File: src/hdl/arpc_pkg.sv
package arpc_pkg;

    localparam int ARPC_TABLE_ENTRIES = 16;
    localparam int CFG_DATA_W         = 48;

    localparam logic [15:0] HTYPE_ETH  = 16'h0001;
    localparam logic [15:0] PTYPE_IPV4 = 16'h0800;
    localparam logic [15:0] ARP_OP_REQ = 16'h0001;

    localparam logic [31:0] BCAST_IP  = 32'hFFFF_FFFF;
    localparam logic [47:0] BCAST_MAC = 48'hFFFF_FFFF_FFFF;

    localparam logic [1:0] CMD_RX_ARP  = 2'd0;
    localparam logic [1:0] CMD_RESOLVE = 2'd1;
    localparam logic [1:0] CMD_DELETE  = 2'd2;

    localparam logic CFG_OWN_MAC = 1'b0;
    localparam logic CFG_OWN_IP  = 1'b1;

    typedef enum logic [1:0] {
        FOP_NONE    = 2'd0,
        FOP_REQUEST = 2'd1,
        FOP_REPLY   = 2'd2
    } frame_op_t;

    typedef enum logic [3:0] {
        ST_BAD_TYPE  = 4'd0,
        ST_LEARNED   = 4'd1,
        ST_REFRESHED = 4'd2,
        ST_FULL      = 4'd3,
        ST_HIT       = 4'd4,
        ST_BCAST     = 4'd5,
        ST_MISS      = 4'd6,
        ST_DELETED   = 4'd7,
        ST_NOT_FOUND = 4'd8
    } status_t;

    typedef enum logic [1:0] {
        K_LEARN   = 2'd0,
        K_RESOLVE = 2'd1,
        K_DELETE  = 2'd2
    } kind_t;

    // Token that walks the row of cells; phase 1 of a learn claims a free entry
    typedef struct packed {
        logic        valid;
        kind_t       kind;
        logic        phase;
        logic [31:0] ip;
        logic [47:0] mac;
        logic        found;
        logic [47:0] hit_mac;
    } tok_t;

    typedef struct packed {
        status_t     status;
        logic [47:0] resolved_mac;
        logic        send_frame;
        frame_op_t   frame_op;
        logic [47:0] frame_dest_mac;
        logic [47:0] frame_target_mac;
        logic [31:0] frame_target_ip;
    } res_t;

endpackage

File: src/hdl/arpc_in_if.sv
interface arpc_in_if;
    logic        valid;
    logic        ready;
    logic [1:0]  cmd;
    logic [15:0] hw_type;
    logic [15:0] proto_type;
    logic [15:0] arp_op;
    logic [47:0] sender_mac;
    logic [31:0] sender_ip;
    logic [31:0] query_ip;

    modport source (
        output valid, cmd, hw_type, proto_type, arp_op, sender_mac, sender_ip, query_ip,
        input  ready
    );
    modport sink (
        input  valid, cmd, hw_type, proto_type, arp_op, sender_mac, sender_ip, query_ip,
        output ready
    );
endinterface

File: src/hdl/arpc_out_if.sv
interface arpc_out_if;
    logic        valid;
    logic        ready;
    logic [3:0]  status;
    logic [47:0] resolved_mac;
    logic        send_frame;
    logic [1:0]  frame_op;
    logic [47:0] frame_dest_mac;
    logic [47:0] frame_target_mac;
    logic [31:0] frame_target_ip;

    modport source (
        output valid, status, resolved_mac, send_frame, frame_op, frame_dest_mac,
               frame_target_mac, frame_target_ip,
        input  ready
    );
    modport sink (
        input  valid, status, resolved_mac, send_frame, frame_op, frame_dest_mac,
               frame_target_mac, frame_target_ip,
        output ready
    );
endinterface

File: src/hdl/arpc_cell.sv
module arpc_cell (
    input  logic          clk,
    input  logic          rst_n,
    input  arpc_pkg::tok_t tok_in,
    output arpc_pkg::tok_t tok_out
);
    import arpc_pkg::*;

    logic        valid_reg, valid_next;
    logic [31:0] ip_reg, ip_next;
    logic [47:0] mac_reg, mac_next;
    tok_t        tok_reg, tok_next;
    logic        match;

    assign match   = valid_reg && (ip_reg == tok_in.ip);
    assign tok_out = tok_reg;

    always_comb
    begin
        valid_next = valid_reg;
        ip_next    = ip_reg;
        mac_next   = mac_reg;
        tok_next   = tok_in;
        if (tok_in.valid)
        begin
            unique case (tok_in.kind)
                K_LEARN:
                begin
                    if (!tok_in.phase)
                    begin
                        if (match && !tok_in.found)
                        begin
                            mac_next       = tok_in.mac;
                            tok_next.found = 1'b1;
                        end
                    end
                    else if (!valid_reg && !tok_in.found)
                    begin
                        valid_next     = 1'b1;
                        ip_next        = tok_in.ip;
                        mac_next       = tok_in.mac;
                        tok_next.found = 1'b1;
                    end
                end
                K_RESOLVE:
                begin
                    if (match && !tok_in.found)
                    begin
                        tok_next.found   = 1'b1;
                        tok_next.hit_mac = mac_reg;
                    end
                end
                K_DELETE:
                begin
                    if (match)
                    begin
                        valid_next     = 1'b0;
                        tok_next.found = 1'b1;
                    end
                end
                default:
                begin
                    tok_next = tok_in;
                end
            endcase
        end
    end

    always_ff @(posedge clk or negedge rst_n)
    begin
        if (!rst_n)
        begin
            valid_reg <= 1'b0;
            tok_reg   <= '0;
        end
        else
        begin
            valid_reg <= valid_next;
            tok_reg   <= tok_next;
        end
    end

    always_ff @(posedge clk)
    begin
        ip_reg  <= ip_next;
        mac_reg <= mac_next;
    end

endmodule

File: src/hdl/arp_cache_responder.sv
// ARP cache and responder. One item is handled at a time; the table is a row of
// TABLE_ENTRIES cells and a lookup token moves one cell per cycle. A resolve or
// delete, and a received packet whose sender is already stored, gives its result
// after one walk of the row; a received packet whose sender is new needs a second
// walk to claim the lowest free entry. Bad-type packets, unused commands and
// broadcast resolves skip the walk.
// The finished result sits in an output register, so the next item can be taken
// while it waits. own_mac and own_ip are held for the sender fields of the frame
// builder downstream and are not shown on the result.
module arp_cache_responder #(
    parameter int TABLE_ENTRIES = arpc_pkg::ARPC_TABLE_ENTRIES
) (
    input  logic                            clk,
    input  logic                            rst_n,
    arpc_in_if.sink                         arp_in,
    arpc_out_if.source                      arp_out,
    input  logic                            cfg_we,
    input  logic                            cfg_index,
    input  logic [arpc_pkg::CFG_DATA_W-1:0] cfg_data
);
    import arpc_pkg::*;

    typedef enum logic [2:0] {
        S_IDLE = 3'b001,
        S_RUN  = 3'b010,
        S_DONE = 3'b100
    } state_t;

    state_t      state_reg, state_next;
    tok_t        inj_reg, inj_next;
    res_t        res_reg, res_next;
    res_t        out_reg, out_next;
    logic        out_valid_reg, out_valid_next;
    logic        is_req_reg, is_req_next;
    logic [47:0] own_mac_reg;
    logic [31:0] own_ip_reg;
    tok_t        tok [TABLE_ENTRIES+1];
    tok_t        tail;

    assign tok[0] = inj_reg;
    assign tail   = tok[TABLE_ENTRIES];

    genvar g;
    generate
        for (g = 0; g < TABLE_ENTRIES; g++)
        begin : g_cell
            arpc_cell u_cell (
                .clk     (clk),
                .rst_n   (rst_n),
                .tok_in  (tok[g]),
                .tok_out (tok[g+1])
            );
        end
    endgenerate

    assign arp_in.ready = (state_reg == S_IDLE);

    always_comb
    begin
        state_next     = state_reg;
        inj_next       = '0;
        res_next       = res_reg;
        out_next       = out_reg;
        out_valid_next = out_valid_reg;
        is_req_next    = is_req_reg;

        if (out_valid_reg && arp_out.ready)
        begin
            out_valid_next = 1'b0;
        end

        unique case (state_reg)
            S_IDLE:
            begin
                if (arp_in.valid)
                begin
                    is_req_next = (arp_in.arp_op == ARP_OP_REQ);
                    res_next    = '0;
                    state_next  = S_RUN;
                    priority if (arp_in.cmd == CMD_RX_ARP)
                    begin
                        if (arp_in.hw_type == HTYPE_ETH && arp_in.proto_type == PTYPE_IPV4)
                        begin
                            inj_next.valid = 1'b1;
                            inj_next.kind  = K_LEARN;
                            inj_next.ip    = arp_in.sender_ip;
                            inj_next.mac   = arp_in.sender_mac;
                        end
                        else
                        begin
                            state_next = S_DONE;
                        end
                    end
                    else if (arp_in.cmd == CMD_RESOLVE)
                    begin
                        if (arp_in.query_ip == BCAST_IP)
                        begin
                            res_next.status       = ST_BCAST;
                            res_next.resolved_mac = BCAST_MAC;
                            state_next            = S_DONE;
                        end
                        else
                        begin
                            inj_next.valid = 1'b1;
                            inj_next.kind  = K_RESOLVE;
                            inj_next.ip    = arp_in.query_ip;
                        end
                    end
                    else if (arp_in.cmd == CMD_DELETE)
                    begin
                        inj_next.valid = 1'b1;
                        inj_next.kind  = K_DELETE;
                        inj_next.ip    = arp_in.query_ip;
                    end
                    else
                    begin
                        state_next = S_DONE;
                    end
                end
            end
            S_RUN:
            begin
                if (tail.valid)
                begin
                    state_next = S_DONE;
                    res_next   = '0;
                    unique case (tail.kind)
                        K_LEARN:
                        begin
                            if (!tail.phase && !tail.found)
                            begin
                                inj_next       = tail;
                                inj_next.phase = 1'b1;
                                state_next     = S_RUN;
                            end
                            else
                            begin
                                if (!tail.phase)
                                    res_next.status = ST_REFRESHED;
                                else if (tail.found)
                                    res_next.status = ST_LEARNED;
                                else
                                    res_next.status = ST_FULL;
                                if (is_req_reg)
                                begin
                                    res_next.send_frame       = 1'b1;
                                    res_next.frame_op         = FOP_REPLY;
                                    res_next.frame_dest_mac   = tail.mac;
                                    res_next.frame_target_mac = tail.mac;
                                    res_next.frame_target_ip  = tail.ip;
                                end
                            end
                        end
                        K_RESOLVE:
                        begin
                            if (tail.found && tail.hit_mac != BCAST_MAC)
                            begin
                                res_next.status       = ST_HIT;
                                res_next.resolved_mac = tail.hit_mac;
                            end
                            else
                            begin
                                res_next.status           = ST_MISS;
                                res_next.resolved_mac     = BCAST_MAC;
                                res_next.send_frame       = 1'b1;
                                res_next.frame_op         = FOP_REQUEST;
                                res_next.frame_dest_mac   = BCAST_MAC;
                                res_next.frame_target_mac = BCAST_MAC;
                                res_next.frame_target_ip  = tail.ip;
                            end
                        end
                        K_DELETE:
                        begin
                            res_next.status = tail.found ? ST_DELETED : ST_NOT_FOUND;
                        end
                        default:
                        begin
                            res_next.status = ST_BAD_TYPE;
                        end
                    endcase
                end
            end
            S_DONE:
            begin
                if (!out_valid_reg || arp_out.ready)
                begin
                    out_next       = res_reg;
                    out_valid_next = 1'b1;
                    state_next     = S_IDLE;
                end
            end
            default:
            begin
                state_next = S_IDLE;
            end
        endcase
    end

    always_ff @(posedge clk or negedge rst_n)
    begin
        if (!rst_n)
        begin
            state_reg     <= S_IDLE;
            inj_reg       <= '0;
            out_valid_reg <= 1'b0;
            own_mac_reg   <= '0;
            own_ip_reg    <= '0;
        end
        else
        begin
            state_reg     <= state_next;
            inj_reg       <= inj_next;
            out_valid_reg <= out_valid_next;
            if (cfg_we && cfg_index == CFG_OWN_MAC)
                own_mac_reg <= cfg_data[47:0];
            if (cfg_we && cfg_index == CFG_OWN_IP)
                own_ip_reg <= cfg_data[31:0];
        end
    end

    always_ff @(posedge clk)
    begin
        res_reg    <= res_next;
        out_reg    <= out_next;
        is_req_reg <= is_req_next;
    end

    assign arp_out.valid            = out_valid_reg;
    assign arp_out.status           = out_reg.status;
    assign arp_out.resolved_mac     = out_reg.resolved_mac;
    assign arp_out.send_frame       = out_reg.send_frame;
    assign arp_out.frame_op         = out_reg.frame_op;
    assign arp_out.frame_dest_mac   = out_reg.frame_dest_mac;
    assign arp_out.frame_target_mac = out_reg.frame_target_mac;
    assign arp_out.frame_target_ip  = out_reg.frame_target_ip;

endmodule

File: src/flat_wrapper.sv
// flat-port wrapper written by rule: the top's interface ports become plain ports
module arp_cache_responder_flat import arpc_pkg::*;
#(
    parameter int TABLE_ENTRIES = arpc_pkg::ARPC_TABLE_ENTRIES
)
  (clk, rst_n, cfg_we, cfg_index, cfg_data, arp_in_valid, arp_in_cmd, arp_in_hw_type, arp_in_proto_type, arp_in_arp_op, arp_in_sender_mac, arp_in_sender_ip, arp_in_query_ip, arp_in_ready, arp_out_valid, arp_out_status, arp_out_resolved_mac, arp_out_send_frame, arp_out_frame_op, arp_out_frame_dest_mac, arp_out_frame_target_mac, arp_out_frame_target_ip, arp_out_ready);
  arpc_in_if arp_in_i ();
  arpc_out_if arp_out_i ();
  input  logic clk;
  input  logic rst_n;
  input  logic cfg_we;
  input  logic cfg_index;
  input  logic [arpc_pkg::CFG_DATA_W-1:0] cfg_data;
  input wire logic [$bits(arp_in_i.valid)-1:0] arp_in_valid;
  input wire logic [$bits(arp_in_i.cmd)-1:0] arp_in_cmd;
  input wire logic [$bits(arp_in_i.hw_type)-1:0] arp_in_hw_type;
  input wire logic [$bits(arp_in_i.proto_type)-1:0] arp_in_proto_type;
  input wire logic [$bits(arp_in_i.arp_op)-1:0] arp_in_arp_op;
  input wire logic [$bits(arp_in_i.sender_mac)-1:0] arp_in_sender_mac;
  input wire logic [$bits(arp_in_i.sender_ip)-1:0] arp_in_sender_ip;
  input wire logic [$bits(arp_in_i.query_ip)-1:0] arp_in_query_ip;
  output wire logic [$bits(arp_in_i.ready)-1:0] arp_in_ready;
  output wire logic [$bits(arp_out_i.valid)-1:0] arp_out_valid;
  output wire logic [$bits(arp_out_i.status)-1:0] arp_out_status;
  output wire logic [$bits(arp_out_i.resolved_mac)-1:0] arp_out_resolved_mac;
  output wire logic [$bits(arp_out_i.send_frame)-1:0] arp_out_send_frame;
  output wire logic [$bits(arp_out_i.frame_op)-1:0] arp_out_frame_op;
  output wire logic [$bits(arp_out_i.frame_dest_mac)-1:0] arp_out_frame_dest_mac;
  output wire logic [$bits(arp_out_i.frame_target_mac)-1:0] arp_out_frame_target_mac;
  output wire logic [$bits(arp_out_i.frame_target_ip)-1:0] arp_out_frame_target_ip;
  input wire logic [$bits(arp_out_i.ready)-1:0] arp_out_ready;
  assign arp_in_i.valid = arp_in_valid;
  assign arp_in_i.cmd = arp_in_cmd;
  assign arp_in_i.hw_type = arp_in_hw_type;
  assign arp_in_i.proto_type = arp_in_proto_type;
  assign arp_in_i.arp_op = arp_in_arp_op;
  assign arp_in_i.sender_mac = arp_in_sender_mac;
  assign arp_in_i.sender_ip = arp_in_sender_ip;
  assign arp_in_i.query_ip = arp_in_query_ip;
  assign arp_in_ready = arp_in_i.ready;
  assign arp_out_valid = arp_out_i.valid;
  assign arp_out_status = arp_out_i.status;
  assign arp_out_resolved_mac = arp_out_i.resolved_mac;
  assign arp_out_send_frame = arp_out_i.send_frame;
  assign arp_out_frame_op = arp_out_i.frame_op;
  assign arp_out_frame_dest_mac = arp_out_i.frame_dest_mac;
  assign arp_out_frame_target_mac = arp_out_i.frame_target_mac;
  assign arp_out_frame_target_ip = arp_out_i.frame_target_ip;
  assign arp_out_i.ready = arp_out_ready;
  arp_cache_responder #(.TABLE_ENTRIES(TABLE_ENTRIES)) u_core (.clk(clk), .rst_n(rst_n), .arp_in(arp_in_i), .arp_out(arp_out_i), .cfg_we(cfg_we), .cfg_index(cfg_index), .cfg_data(cfg_data));
endmodule
File: config.mk
export PLATFORM = sky130hd
export DESIGN_NAME = arp_cache_responder_flat
export DESIGN_NICKNAME = d
export VERILOG_FILES = /design/src/hdl/arpc_pkg.sv /design/src/hdl/arpc_in_if.sv /design/src/hdl/arpc_out_if.sv /design/src/hdl/arpc_cell.sv /design/src/hdl/arp_cache_responder.sv /design/src/flat_wrapper.sv
export SDC_FILE = /design/constraint.sdc
export NUM_CORES = 2
export LEC_CHECK = 0
export ABC_AREA = 0
export BUFFER_PORTS_ARGS = -buffer_cell sky130_fd_sc_hd__clkbuf_2
export CAP_MARGIN = 15
export CORE_ASPECT_RATIO = 0.7
export CORE_MARGIN = 1.5
export CORE_UTILIZATION = 50
export CTS_CLUSTER_SIZE = 8
export DETAILED_ROUTE_END_ITERATION = 8
export HOLD_SLACK_MARGIN = 0.06
export PLACE_DENSITY_LB_ADDON = 0.12
export SYNTH_ARGS = -nofsm -noshare
export SYNTH_HDL_FRONTEND = slang
export SYNTH_SLANG_ARGS = --single-unit
export TNS_END_PERCENT = 30
File: constraint.sdc
create_clock -name clk -period 31.5 [get_ports clk]
set_input_delay 9.45 -clock clk [delete_from_list [all_inputs] [get_ports clk]]
set_output_delay 9.45 -clock clk [all_outputs]
set_load 0.03 [all_outputs]
==> impl_metrics.yaml <==
timing:
  hold_viol_final: 0
  worstMarginPinSlew_ns: 1.17
  max_freq_ghz: 0.0749
  period_needed_ns: 13.35
  finalSetupViolations: 0
  slew_headroom_pct: 21.2
  fin_crit_sh_pct: 42.4
  setup_tns_ns: 0
  rsz0062_at_grt: "false"
  finalMaxSlewViolations: 0
  fin_skew_ns: 0.0363
critical_path:
  setup.worst_path.start: "rst_n"
  crit_top_cell: "buf_4"
  rr_worst_depth: 7
  cp.required_ns: 32.34
  critPathKind: "in2async"
  cp_cell_sequence: "buf_12 > buf_4 > buf_4 > buf_4 > buf_4 > buf_4"
  arrival_ns: 14.19
  crit_path_max_incr_delay_ns: 0.88
  cp_slowest_cell: "buf_4"
  cp-start-kind: "input port"
  rr_startpoint: "u_core.g_cell[15].u_cell.tok_out[14]"
  endpoint_kind: "async pin"
  cp_max_fo: 149
power:
  p_int_mw: 8.84
  ir_drop_v: 0.0000453
  p_switching_mw: 2.49
  p_per_area_nw_per_um2: 77.6
  p_sw_share_pct: 22.0
  clkPwrFrac_pct: 47.1
  pwr-share-comb_pct: 3.6
  seqPwrFrac_pct: 49.3
  p_leak_nw: 63.7
yosys:
  avgSynthCellArea_um2: 19.7
  seq_area_frac_synth_pct: 83.4
  postSynthCellCount: 6320
  mappedNetlistArea_um2: 124000
  synth-edff-count: 1551
  synthArstFlopShare_pct: 59.5
  synth-seq-cells: 3832
  synth_cell_types: 69
  synthTopCellsByArea: "dfrtp_1 46%, edfxtp_1 37%, mux2_2 6.5%"
  ys.flop_type: "dfrtp_1"
  yosysWarnings: 0
  synth_area_leader_cell: "dfrtp_1"
  synth_top_area_share_pct: 45.9
  synth_fp_nets: 6537
floorplanning:
  num_rows: 152
  start_util_pct: 50.5
  die-area_um2: 251000
  die_h_um: 420
  die_x_um: 599
  core-area_um2: 246000
  io_pins: 401
hold_path:
  min_from: "u_core.g_cell[4].u_cell.tok_out[70]"
  hold_class: "reg2reg"
  hold_depth: 0
clock_network:
  cts_made_buffers: 552
  clkSinkCount: 3832
  clkLatencyLatePin_ns: 0.89
  clock_path_buffers: 4
  cts-root-buf: "clkbuf_16"
  cts.htree.levels: 6
  hold_buffers: 0
  post-cts-setup-buffers: 0
  cts_tree: "built"
  clk_pin_slew_ns: 0.05
  ctsResizeCount: 0
placed_design:
  place_hpwl_um: 169000
  io_buffers: 350
  globalplace.congestion: 0.823
  post-place-cells: 9916
final_layout:
  mostFrequentLayoutCells: "2280 x dfrtp_1, 1551 x edfxtp_1, 720 x mux2_2"
  final_cells: 10900
  post-route-util_pct: 59.4
  syn_to_final_growth_pct: 17.6
  nets: 7378
  final_layout_size_suffix_gt1_share_pct: 25.8
  largest_reg_flops: 2128
  layout_commonest_cell: "dfrtp_1"
global_routing:
  grt_first_pass_wirelength_um: 415000
  grt.overflow.total: 0
  grt_max_degree: 150
  antenna_found_initial: 19
  grt_pass1_vias: 60000
  gr-usage-all-layers_pct: 23.0
flow_run:
  max_cap_violations: 0
drt:
  via_per_inst: 5.27
  ant_nets: 0
  post_drt_wl_per_cell_um: 26.2
  wirelength_um: 284000
  first_pass_iters: 5
  drc: 0
  num_vias: 57200
  detail_route.iter0.violations: 4895
run_status:
  outcome: "completed"
## final timing paths
kind,to,slack (ns)
max,u_core.g_cell[14].u_cell.tok_out[121],18.15
max reg2reg,u_core.res_reg[148],26.72
max in group clk,arp_in_ready,20.14
min,u_core.g_cell[5].u_cell.tok_out[70],0.35
min in group asynchronous,u_core.g_cell[0].u_cell.tok_out[10],8.58
min reg2reg,u_core.g_cell[5].u_cell.tok_out[70],0.35
## layout make-up
cell class / instances / area, µm²
Timing Repair Buffer: 476 / 2750
Sequential cell: 3832 / 104000
Tap cell: 3311 / 4140
Antenna cell: 6 / 15.0
Fill cell: 18000 / 100000
Multi-Input combinational cell: 2264 / 19700
Clock buffer: 904 / 15500
Inverter: 35 / 131
Clock inverter: 26 / 273
## per-layer routing
layer	vias to the layer above	global-route usage [%]	routed length [µm]
li1	24500	-	-
met5	-	0	0
met1	30800	35.8	137000
met2	1512	33.2	125000
met4	0	6.20	6420
met3	375	4.60	15900
## power by group through the flow
stage | Clock, mW | Sequential [mW] | Combinational (mW)
5_1_grt | 5.68 | 5.61 | 0.448
4_1_cts | 5.44 | 5.59 | 0.416
3_5_place_dp | 0 | 5.67 | 0.414
2_1_floorplan | 0 | 5.67 | 0.184
6_report | 5.34 | 5.59 | 0.408
3_3_place_gp | 0 | 5.67 | 0.410
## critical path, delay by kind of cell
family,cells,cell delay [ns]
buf+inv,6,4.47
## cell usage after synthesis, drive strengths merged (4+ instances only)
cell type / count
buf: 115
nor2: 120
a22o: 80
nor4: 80
edfxtp: 1551
clkbuf: 74
a21oi: 84
a31oi: 13
or4: 6
xor2: 143
nand4b: 4
nand3b: 4
a31o: 6
xnor2: 346
inv: 35
mux2: 800
nor3: 35
o21ai: 64
nand2b: 43
dfrtp: 2280
and4: 5
nand2: 91
or2: 6
o31a: 6
nand3: 41
o31ai: 5
nor2b: 16
nor4b: 10
nand4: 122
nor3b: 14
and2: 79
## cell families (layout without fill, tap and decap cells)
kind of cell | Yosys count | count (layout) | share of synthesized area, %
AOI/OAI and AO/OA | 282 | 282 | 1.50
xor gates and xnor gates | 489 | 489 | 3.45
muxes | 801 | 801 | 7.50
DFF | 3832 | 3832 | 83.4
adders and majority gates | 1 | 1 | 0.0101
and+or+nand+nor | 691 | 691 | 3.15
other | 0 | 6 | 0
buffers and inverters | 224 | 1441 | 0.947
## stage by stage
step / hold slack (ns) / cell area (µm²) / setup slack, ns / power [mW]
global route: 0.362 / 146000 / 17.30 / 11.7
CTS: 0.354 / 146000 / 17.86 / 11.5
finish: 0.350 / 146000 / 18.15 / 11.3
global placement: 0.352 / 130000 / 16.93 / 6.08
floorplan: 0.349 / 124000 / 14.83 / 5.85
detailed placement: 0.356 / 130000 / 16.90 / 6.09
No activity file was read; power rests on OpenSTA's default activity.
